<file path="config.mk">
export PLATFORM = sky130hd
export DESIGN_NAME = rgb888_to_hsv
export DESIGN_NICKNAME = d
export VERILOG_FILES = /design/src/hw/rtl/rgbhsv_pkg.sv /design/src/hw/rtl/rgbhsv_prep.sv /design/src/hw/rtl/rgbhsv_cell.sv /design/src/hw/rtl/rgbhsv_post.sv /design/src/hw/rtl/rgb888_to_hsv.sv
export SDC_FILE = /design/constraint.sdc
export NUM_CORES = 2
export LEC_CHECK = 0
export BUFFER_PORTS_ARGS = -buffer_cell sky130_fd_sc_hd__buf_2
export CAP_MARGIN = 15
export CORE_MARGIN = 3
export CORE_UTILIZATION = 52
export DETAILED_ROUTE_END_ITERATION = 8
export GPL_ROUTABILITY_DRIVEN = 0
export HOLD_SLACK_MARGIN = 0.03
export MAX_ROUTING_LAYER = met4
export PLACE_DENSITY_LB_ADDON = 0.2
export SYNTH_ARGS = -nofsm -noshare
export SYNTH_HDL_FRONTEND = slang
export SYNTH_SLANG_ARGS = --single-unit
export TNS_END_PERCENT = 20
</file>
<file path="constraint.sdc">
create_clock -name clk_i -period 12.7 [get_ports clk_i]
set_input_delay 1.905 -clock clk_i [delete_from_list [all_inputs] [get_ports clk_i]]
set_output_delay 1.905 -clock clk_i [all_outputs]
set_load 0.01 [all_outputs]
</file>
<file path="src/hw/rtl/rgbhsv_pkg.sv">
// ----------------------------------------------------------------------------
// rgbhsv_pkg: shared types and constants for the RGB to HSV converter
// Holds the divider cell payload, the sector codes and the one-step
// restoring division used by every cell of the divider chain.
// ----------------------------------------------------------------------------
package rgbhsv_pkg;

  localparam int unsigned ChanW     = 8;
  localparam int unsigned NqW       = 24;     // numerator/quotient shift width
  localparam int unsigned DivSteps  = NqW;    // one quotient bit per cell
  localparam int unsigned HueW      = 15;
  localparam int unsigned FixW      = 17;
  localparam int unsigned QHueW     = 12;     // hue offset quotient is at most 3840
  localparam logic [15:0] HueSector = 16'd3840;
  localparam logic [15:0] HueTurn   = 16'd23040;

  typedef enum logic [1:0] {
    SEC_RED,
    SEC_GREEN,
    SEC_BLUE
  } sector_e;

  // Partial state of one restoring division
  typedef struct packed {
    logic [ChanW-1:0] rem;  // partial remainder, below den whenever den is nonzero
    logic [NqW-1:0]   nq;   // numerator bits on top, quotient bits shift in below
    logic [ChanW-1:0] den;  // divisor
  } div_t;

  // Payload handed from cell to cell
  typedef struct packed {
    div_t            sat;    // (max-min) * 2^16 / max
    div_t            hue;    // 3840 * |diff| / (max-min)
    logic            gray;   // max equals min
    sector_e         sector;
    logic            neg;    // channel difference is negative
    logic [FixW-1:0] bright;
  } cell_t;

  // One step of restoring division: bring down a numerator bit, try subtract
  function automatic div_t div_step(div_t s);
    logic [ChanW:0] t;
    logic           ge;
    div_t           r;
    t      = {s.rem, s.nq[NqW-1]};
    ge     = (t >= {1'b0, s.den});
    r      = s;
    r.nq   = {s.nq[NqW-2:0], ge};
    r.rem  = ge ? ChanW'(t - {1'b0, s.den}) : t[ChanW-1:0];
    return r;
  endfunction

endpackage

</file>
<file path="src/hw/rtl/rgbhsv_prep.sv">
// ----------------------------------------------------------------------------
// rgbhsv_prep: front stage of the RGB to HSV converter
// Finds max, min and sector, computes brightness, and loads the initial
// numerators and divisors of both divisions into a register stage.
// ----------------------------------------------------------------------------
module rgbhsv_prep (
  input  logic                                 clk_i,
  input  logic                                 rst_ni,
  input  logic                                 valid_i,
  output logic                                 ready_o,
  input  logic [rgbhsv_pkg::ChanW-1:0]         red_i,
  input  logic [rgbhsv_pkg::ChanW-1:0]         green_i,
  input  logic [rgbhsv_pkg::ChanW-1:0]         blue_i,
  output logic                                 valid_o,
  input  logic                                 ready_i,
  output rgbhsv_pkg::cell_t                    data_o
);

  logic [7:0]        mx, mn, dlt, mag;
  logic signed [8:0] diff;
  logic [11:0]       mag15;
  rgbhsv_pkg::cell_t data_d, data_q;
  logic              valid_q;

  // Take max and min, red wins ties for the sector
  always_comb begin
    mx = red_i;
    mn = red_i;
    if (green_i > mx) mx = green_i;
    if (blue_i > mx) mx = blue_i;
    if (green_i < mn) mn = green_i;
    if (blue_i < mn) mn = blue_i;
    dlt = mx - mn;
    if (red_i == mx) begin
      data_d.sector = rgbhsv_pkg::SEC_RED;
      diff = $signed({1'b0, green_i}) - $signed({1'b0, blue_i});
    end else if (green_i == mx) begin
      data_d.sector = rgbhsv_pkg::SEC_GREEN;
      diff = $signed({1'b0, blue_i}) - $signed({1'b0, red_i});
    end else begin
      data_d.sector = rgbhsv_pkg::SEC_BLUE;
      diff = $signed({1'b0, red_i}) - $signed({1'b0, green_i});
    end
    mag   = diff[8] ? 8'(-diff) : diff[7:0];
    mag15 = {mag, 4'b0000} - {4'b0000, mag};
    data_d.neg  = diff[8];
    data_d.gray = (dlt == 8'd0);
    // Brightness: mx * 65536 / 255 = mx * 257 + (mx == 255)
    data_d.bright = {1'b0, mx, mx} + {16'd0, (mx == 8'hFF)};
    // Saturation divide: d followed by sixteen zero bits, over max
    data_d.sat.rem = '0;
    data_d.sat.nq  = {dlt, 16'd0};
    data_d.sat.den = mx;
    // Hue divide: 15*|diff| followed by eight zero bits, over delta
    data_d.hue.rem = '0;
    data_d.hue.nq  = {4'd0, mag15, 8'd0};
    data_d.hue.den = dlt;
  end

  assign ready_o = !valid_q || ready_i;

  // Hold valid until the next cell takes the transfer
  always_ff @(posedge clk_i or negedge rst_ni) begin
    if (!rst_ni) begin
      valid_q <= 1'b0;
    end else if (ready_o) begin
      valid_q <= valid_i;
    end
  end

  always_ff @(posedge clk_i) begin
    if (ready_o && valid_i) begin
      data_q <= data_d;
    end
  end

  assign valid_o = valid_q;
  assign data_o  = data_q;

endmodule

</file>
<file path="src/hw/rtl/rgbhsv_cell.sv">
// ----------------------------------------------------------------------------
// rgbhsv_cell: one cell of the divider chain
// Resolves one quotient bit of the saturation and of the hue division and
// passes the rest of the payload on with its own valid/ready stage.
// ----------------------------------------------------------------------------
module rgbhsv_cell (
  input  logic              clk_i,
  input  logic              rst_ni,
  input  logic              valid_i,
  output logic              ready_o,
  input  rgbhsv_pkg::cell_t data_i,
  output logic              valid_o,
  input  logic              ready_i,
  output rgbhsv_pkg::cell_t data_o
);

  rgbhsv_pkg::cell_t data_d, data_q;
  logic              valid_q;

  // Advance both divisions by one bit
  always_comb begin
    data_d     = data_i;
    data_d.sat = rgbhsv_pkg::div_step(data_i.sat);
    data_d.hue = rgbhsv_pkg::div_step(data_i.hue);
  end

  assign ready_o = !valid_q || ready_i;

  always_ff @(posedge clk_i or negedge rst_ni) begin
    if (!rst_ni) begin
      valid_q <= 1'b0;
    end else if (ready_o) begin
      valid_q <= valid_i;
    end
  end

  always_ff @(posedge clk_i) begin
    if (ready_o && valid_i) begin
      data_q <= data_d;
    end
  end

  assign valid_o = valid_q;
  assign data_o  = data_q;

endmodule

</file>
<file path="src/hw/rtl/rgbhsv_post.sv">
// ----------------------------------------------------------------------------
// rgbhsv_post: back stage of the RGB to HSV converter
// Turns the finished quotients into hue and saturation, applies the gray
// case and holds the result in the output register.
// ----------------------------------------------------------------------------
module rgbhsv_post (
  input  logic                           clk_i,
  input  logic                           rst_ni,
  input  logic                           valid_i,
  output logic                           ready_o,
  input  rgbhsv_pkg::cell_t              data_i,
  output logic                           valid_o,
  input  logic                           ready_i,
  output logic [rgbhsv_pkg::HueW-1:0]    hue_o,
  output logic [rgbhsv_pkg::FixW-1:0]    saturation_o,
  output logic [rgbhsv_pkg::FixW-1:0]    brightness_o
);

  logic [15:0]                   base, off, hs, hue_full;
  logic [rgbhsv_pkg::HueW-1:0]   hue_d, hue_q;
  logic [rgbhsv_pkg::FixW-1:0]   sat_d, sat_q, bright_q;
  logic                          valid_q;

  // Sector base plus floored offset, wrap a negative hue by a full turn
  always_comb begin
    case (data_i.sector)
      rgbhsv_pkg::SEC_RED:   base = 16'd0;
      rgbhsv_pkg::SEC_GREEN: base = {rgbhsv_pkg::HueSector[14:0], 1'b0};
      rgbhsv_pkg::SEC_BLUE:  base = {rgbhsv_pkg::HueSector[13:0], 2'b00};
      default:               base = 16'd0;
    endcase
    off = {4'd0, data_i.hue.nq[rgbhsv_pkg::QHueW-1:0]};
    if (data_i.neg) begin
      off = off + {15'd0, (data_i.hue.rem != '0)};
      hs  = base - off;
    end else begin
      hs  = base + off;
    end
    hue_full = hs[15] ? (hs + rgbhsv_pkg::HueTurn) : hs;
    hue_d    = data_i.gray ? '0 : hue_full[rgbhsv_pkg::HueW-1:0];
    sat_d    = data_i.gray ? '0 : data_i.sat.nq[rgbhsv_pkg::FixW-1:0];
  end

  assign ready_o = !valid_q || ready_i;

  always_ff @(posedge clk_i or negedge rst_ni) begin
    if (!rst_ni) begin
      valid_q <= 1'b0;
    end else if (ready_o) begin
      valid_q <= valid_i;
    end
  end

  // Load the result register on each accepted transfer
  always_ff @(posedge clk_i) begin
    if (ready_o && valid_i) begin
      hue_q    <= hue_d;
      sat_q    <= sat_d;
      bright_q <= data_i.bright;
    end
  end

  assign valid_o      = valid_q;
  assign hue_o        = hue_q;
  assign saturation_o = sat_q;
  assign brightness_o = bright_q;

endmodule

</file>
<file path="src/hw/rtl/rgb888_to_hsv.sv">
// ----------------------------------------------------------------------------
// rgb888_to_hsv: streaming RGB888 to HSV pixel converter
// Converts one pixel per clock, while the output is not stalled, through a chain of restoring divider cells.
// ----------------------------------------------------------------------------
// Usage:
//   Pixels enter on the s_axis channel (red, green, blue in tdata) and the
//   HSV result leaves on the m_axis channel (hue, saturation, brightness).
//   Each pixel gives exactly one result, in order.
// Throughput: one pixel per clock while the output is not stalled. Each of
//   the 24 divider cells resolves one quotient bit of both the saturation
//   and the hue division, so a new pixel enters every cycle while earlier
//   ones move down the chain. Stages from input to output: front stage,
//   24 divider cells, output register.
// Reset: all stage valid bits clear; the block is empty and ready.
// Stall: when m_axis_tready is low the output register holds its result;
//   empty stages further up still take new pixels, and s_axis_tready drops
//   only once every stage is occupied.
// ----------------------------------------------------------------------------
module rgb888_to_hsv (
  input  logic        clk_i,
  input  logic        rst_ni,
  input  logic        s_axis_tvalid,
  output logic        s_axis_tready,
  input  logic [23:0] s_axis_tdata,   // red[7:0], green[15:8], blue[23:16]
  output logic        m_axis_tvalid,
  input  logic        m_axis_tready,
  output logic [55:0] m_axis_tdata    // hue[14:0], saturation[31:15],
                                      // brightness[48:32], zero[55:49]
);

  localparam int unsigned N = rgbhsv_pkg::DivSteps;

  rgbhsv_pkg::cell_t                 chain_data [N+1];
  logic [N:0]                        chain_valid;
  logic [N:0]                        chain_ready;
  logic [rgbhsv_pkg::HueW-1:0]       hue;
  logic [rgbhsv_pkg::FixW-1:0]       saturation, brightness;

  // Front stage: max, min, sector and divider setup
  rgbhsv_prep u_prep (
    .clk_i   (clk_i),
    .rst_ni  (rst_ni),
    .valid_i (s_axis_tvalid),
    .ready_o (s_axis_tready),
    .red_i   (s_axis_tdata[7:0]),
    .green_i (s_axis_tdata[15:8]),
    .blue_i  (s_axis_tdata[23:16]),
    .valid_o (chain_valid[0]),
    .ready_i (chain_ready[0]),
    .data_o  (chain_data[0])
  );

  // Divider chain, one quotient bit per cell
  for (genvar i = 0; i < N; i++) begin : g_cell
    rgbhsv_cell u_cell (
      .clk_i   (clk_i),
      .rst_ni  (rst_ni),
      .valid_i (chain_valid[i]),
      .ready_o (chain_ready[i]),
      .data_i  (chain_data[i]),
      .valid_o (chain_valid[i+1]),
      .ready_i (chain_ready[i+1]),
      .data_o  (chain_data[i+1])
    );
  end

  // Back stage: hue assembly and output register
  rgbhsv_post u_post (
    .clk_i        (clk_i),
    .rst_ni       (rst_ni),
    .valid_i      (chain_valid[N]),
    .ready_o      (chain_ready[N]),
    .data_i       (chain_data[N]),
    .valid_o      (m_axis_tvalid),
    .ready_i      (m_axis_tready),
    .hue_o        (hue),
    .saturation_o (saturation),
    .brightness_o (brightness)
  );

  assign m_axis_tdata = {7'd0, brightness, saturation, hue};

  // Hue stays within one full turn
  assert property (@(posedge clk_i) disable iff (!rst_ni)
    m_axis_tvalid |-> ({1'b0, hue} < rgbhsv_pkg::HueTurn))
    else $error("hue out of range");

  // Zero saturation only for gray, which also has zero hue
  assert property (@(posedge clk_i) disable iff (!rst_ni)
    (m_axis_tvalid && (saturation == '0)) |-> (hue == '0))
    else $error("nonzero hue with zero saturation");

  // Saturation never exceeds one
  assert property (@(posedge clk_i) disable iff (!rst_ni)
    m_axis_tvalid |-> (saturation <= 17'h10000))
    else $error("saturation above one");

  // An empty output register lets the whole chain take a pixel
  assert property (@(posedge clk_i) disable iff (!rst_ni)
    !m_axis_tvalid |-> s_axis_tready)
    else $error("input stalled with empty output");

endmodule

</file>
==> summary.md <==
| Metric | Value |
|---|---|
| Run status | `completed` |
| Port buffer count | `78` |
| Worst hold slack | `403 ps` |
| Final antenna-violating net count | `0` |
| Number of synthesized flops with an enable pin | `1,691` |
| DR DRC count | `0` |
| Antenna violations before repair | `2` |
| Number of cells traversed by the worst hold path | `0` |
| Post-detailed-placement half-perimeter wirelength | `83.5 mm` |
| Instance count after placement with tap cells included | `7,201` |
| Effective utilization at floorplan | `52.5%` |
| Root cell of the clock tree | `sky130_fd_sc_hd__clkbuf_16` |
| Layout net count | `6,003` |
| Warnings, synthesis | `0` |
| Data required time of the critical path | `13,270 ps` |
| Max stage delay on crit path | `620 ps` |
| Final count of pins violating max slew | `0` |
| Met3 track demand over resource in global routing | `2.93%` |
| Number of cell rows | `138` |
| Total power per unit cell area | `213 mW/mm^2` |
| Hold-fix buffer count after cts | `0` |
| Clk_lat worst skew | `770 ps` |
| Final Hold Fails | `0` |
| Buffers inserted during post-CTS setup optimization | `0` |
| Clock network fraction of total power | `27.5%` |
| Fraction of final layout cells sized beyond drive strength 1 | `7.27%` |
| Final instance count without filler cells | `7,521` |
| Core area | `0.142 sq mm` |
| Count of instances resized after the clock tree is built | `0` |
| Cell area after synthesis | `0.0745 sq mm` |
| TritonCTS clock tree | `done` |
| Max Freq | `109 MHz` |
| DR pass1 iterations | `5` |
| Total I/O pin count | `86` |
| Flops & latches, synth | `1,717` |
| Top flip-flop cell by instance count after synthesis | `sky130_fd_sc_hd__edfxtp_1` |
| Portion of synthesized cell area occupied by the leading cell type | `68.2%` |
| Switching power | `0.00517 W` |
| Clock buffers created by TritonCTS | `173` |
| Commonest cells after routing, fill and taps aside | `1,691 x sky130_fd_sc_hd__edfxtp_1, 578 x sky130_fd_sc_hd__inv_1, 463 x sky130_fd_sc_hd__o21ai_0, 438 x sky130_fd_sc_hd__ha_1, 361 x sky130_fd_sc_hd__nand2_1` |
| Max capacitance violation total | `0` |
| GRT met1 Usage | `18.2%` |
| Storage cell area | `0.0514 sq mm` |
| Share of total power consumed by net switching | `29.3%` |
| Combinational share of power | `25.3%` |
| Final period demand of the worst path | `9170 ps` |
| Total area of multi-input combinational cells | `0.0207 sq mm` |
| Classification of the worst-slack hold path | `reg -> reg` |
| Area leader, netlist | `sky130_fd_sc_hd__edfxtp_1` |
| Detailed-route vias per instance | `5.21` |
| Setup repair after global routing missed its margin | `false` |
| Ratio of final minimum period to clock period | `72.2%` |
| Measured slew at the worst slew-check pin | `1000 ps` |
| Wire length per cell | `15.6 microns` |
| Setup TNS | `0 ps` |
| Relative slew slack | `31.5%` |
| Filler Cells Inserted | `10,900` |
| Most frequent cell on the critical path | `sky130_fd_sc_hd__ha_1` |
| Global-route layer with the greatest usage | `met2` |
| Setup violators final | `0` |
| Full die area | `0.148 sq mm` |
| Sequential share of the synthesized area | `69.1%` |
| DIE WIDTH | `384 microns` |
| Start-to-end type of the worst setup path | `in -> reg` |
| Via count of the first global-routing pass | `39,900` |
| Total Routing Usage GR | `16.6%` |
| CP Max Fanout | `20` |
| CP arrival | `9740 ps` |
| Global routing usage on met2 | `30.0%` |
| Max H-tree Level | `4` |
| Critical Path Slowest Stage Cell | `sky130_fd_sc_hd__or2_0` |
| Leakage power summed over all cells | `32.2 nW` |
| Setup crit start kind | `input port` |
| Post-synthesis average cell area | `14.1 sq um` |
| Number of distinct standard cells referenced by the synthesized netlist | `74` |
| Area growth, synth to finish | `11.2%` |
| Cell types occupying the most area after synthesis | `sky130_fd_sc_hd__edfxtp_1 68%, sky130_fd_sc_hd__ha_1 7.4%, sky130_fd_sc_hd__o21ai_0 3.1%, sky130_fd_sc_hd__inv_1 2.9%, sky130_fd_sc_hd__nand2_1 1.8%` |
| Number of clock sinks | `1,717` |
| Nature of the critical path endpoint | `flip-flop` |
| Y dimension of the die | `384 microns` |
| Number of DRC markers after the initial detailed-route iteration | `1,854` |
| Post-detailed-routing wire length | `118 mm` |
| Power share of the sequential group | `47.1%` |
| Final core utilization | `58.3%` |
| CTS clock-pin slew for the worst setup and hold paths | `60 ps` |
| R2R Setup Slk | `8260 ps` |
| Vias | `39,200` |
| Maximum number of pins on one net before global-route repair | `77` |
| Maximum root-to-sink buffer count | `3` |
| Global-route wire length before repair | `193 mm` |
| Register-to-Register Path Depth | `16` |
| Worst clock skew on the final layout | `20.3 ps` |
| Most common library cell in the layout ignoring fill and taps | `sky130_fd_sc_hd__edfxtp_1` |
| Gr ovfl total | `0` |
| Async set-or-reset flop fraction in the synthesized netlist | `1.51%` |
| Count of mapped cells out of synthesis | `5,267` |
| Internal power contribution | `0.0125 W` |
| Maximum vdd drop | `0.000147 V` |
==> area by class of cell <==
type | count | share of cell area, %
well taps | 1890 | 2.86
inverters | 580 | 2.63
multi-input cells | 2909 | 25.0
clock inverters | 99 | 1.05
flip-flops and latches | 1717 | 62.1
repair buffers | 106 | 0.726
diodes | 2 | 0.00605
clock buffers | 218 | 5.58
==> cells by family after synthesis <==
group,Yosys count,share of synthesized area (%)
compound gates,894,7.33
xor+xnor,227,2.67
fa+ha+maj,488,8.70
buf+inv,650,3.35
flops,1717,69.1
mux,37,0.519
other cells,1,0.00504
simple gates,1253,8.36
==> worst max-delay path, delay by kind of cell <==
kind            cells  cell delay [ps]
simple gates        5             1920
buf+inv             3              360
mux                 1              490
compound gates     12             3150
xor+xnor            1              560
fa+ha+maj           4             1320
==> registers in the layout, indices dropped and copies added (netlist names) <==
signal                 cells
u_prep.valid_o             1
u_post.brightness_o       17
u_post.saturation_o       17
u_post.hue_o              15
u_post.valid_o             1
u_prep.data_o             49
g_cell.u_cell.data_o    1593
g_cell.u_cell.valid_o     24
==> cells in the mapped netlist, types with 7 or more instances <==
master and n:
sky130_fd_sc_hd__edfxtp_1 1691, sky130_fd_sc_hd__nand2b_1 128, sky130_fd_sc_hd__and2_1 86, sky130_fd_sc_hd__nor2b_1 158
sky130_fd_sc_hd__o21ai_0 463, sky130_fd_sc_hd__or4_1 32, sky130_fd_sc_hd__o21a_1 9, sky130_fd_sc_hd__and3_1 11
sky130_fd_sc_hd__a311oi_1 17, sky130_fd_sc_hd__dfrtp_1 26, sky130_fd_sc_hd__nand2_1 361, sky130_fd_sc_hd__mux2i_1 32
sky130_fd_sc_hd__a21oi_1 107, sky130_fd_sc_hd__fa_1 50, sky130_fd_sc_hd__clkbuf_1 57, sky130_fd_sc_hd__nand3_1 58
sky130_fd_sc_hd__nor2_1 287, sky130_fd_sc_hd__o211a_1 29, sky130_fd_sc_hd__nor3_1 15, sky130_fd_sc_hd__a31oi_1 7
sky130_fd_sc_hd__o31ai_1 92, sky130_fd_sc_hd__nand4_1 75, sky130_fd_sc_hd__a21o_1 67, sky130_fd_sc_hd__inv_1 578
sky130_fd_sc_hd__ha_1 438, sky130_fd_sc_hd__buf_4 8, sky130_fd_sc_hd__a21boi_0 51, sky130_fd_sc_hd__nor4_1 10
sky130_fd_sc_hd__xor2_1 137, sky130_fd_sc_hd__or2_2 10, sky130_fd_sc_hd__xnor2_1 90
==> metal layers <==
layer  wire length [microns]  vias to the layer above
met5                       0                        -
met1                   46900                    18800
met4                    4070                        0
met3                    4490                      289
li1                        -                    19500
met2                   62200                      635
==> power by group through the flow <==
| stage | sequential (W) | combinational (W) | clock (W) |
|---|---|---|---|
| after global placement | 0.00841 | 0.00433 | 0 |
| after floorplan | 0.00829 | 0.00350 | 0 |
| after detailed placement | 0.00844 | 0.00447 | 0 |
| final | 0.00832 | 0.00447 | 0.00486 |
| after global routing | 0.00844 | 0.00512 | 0.00522 |
| after CTS | 0.00834 | 0.00449 | 0.00499 |
==> through the flow <==
stage	setup slack (ps)	power [W]	instance area [sq um]
5_1_grt	2950	0.0188	82800
3_5_place_dp	2890	0.0129	77300
4_1_cts	3700	0.0178	82800
6_report	3530	0.0176	82800
3_3_place_gp	3080	0.0127	77300
2_1_floorplan	4660	0.0118	74500
==> path summary, 6_finish.rpt <==
path                                              start                          end
min in group asynchronous                        rst_ni               u_post.valid_o
hold / removal              g_cell[10].u_cell.data_o[6]  g_cell[11].u_cell.data_o[6]
setup reg to reg           g_cell[23].u_cell.data_o[54]             u_post.hue_o[14]
hold reg to reg             g_cell[10].u_cell.data_o[6]  g_cell[11].u_cell.data_o[6]
max in group asynchronous                        rst_ni     g_cell[2].u_cell.valid_o
setup / recovery                       s_axis_tdata[14]            u_prep.data_o[48]
No activity file was read; power rests on OpenSTA's default activity.
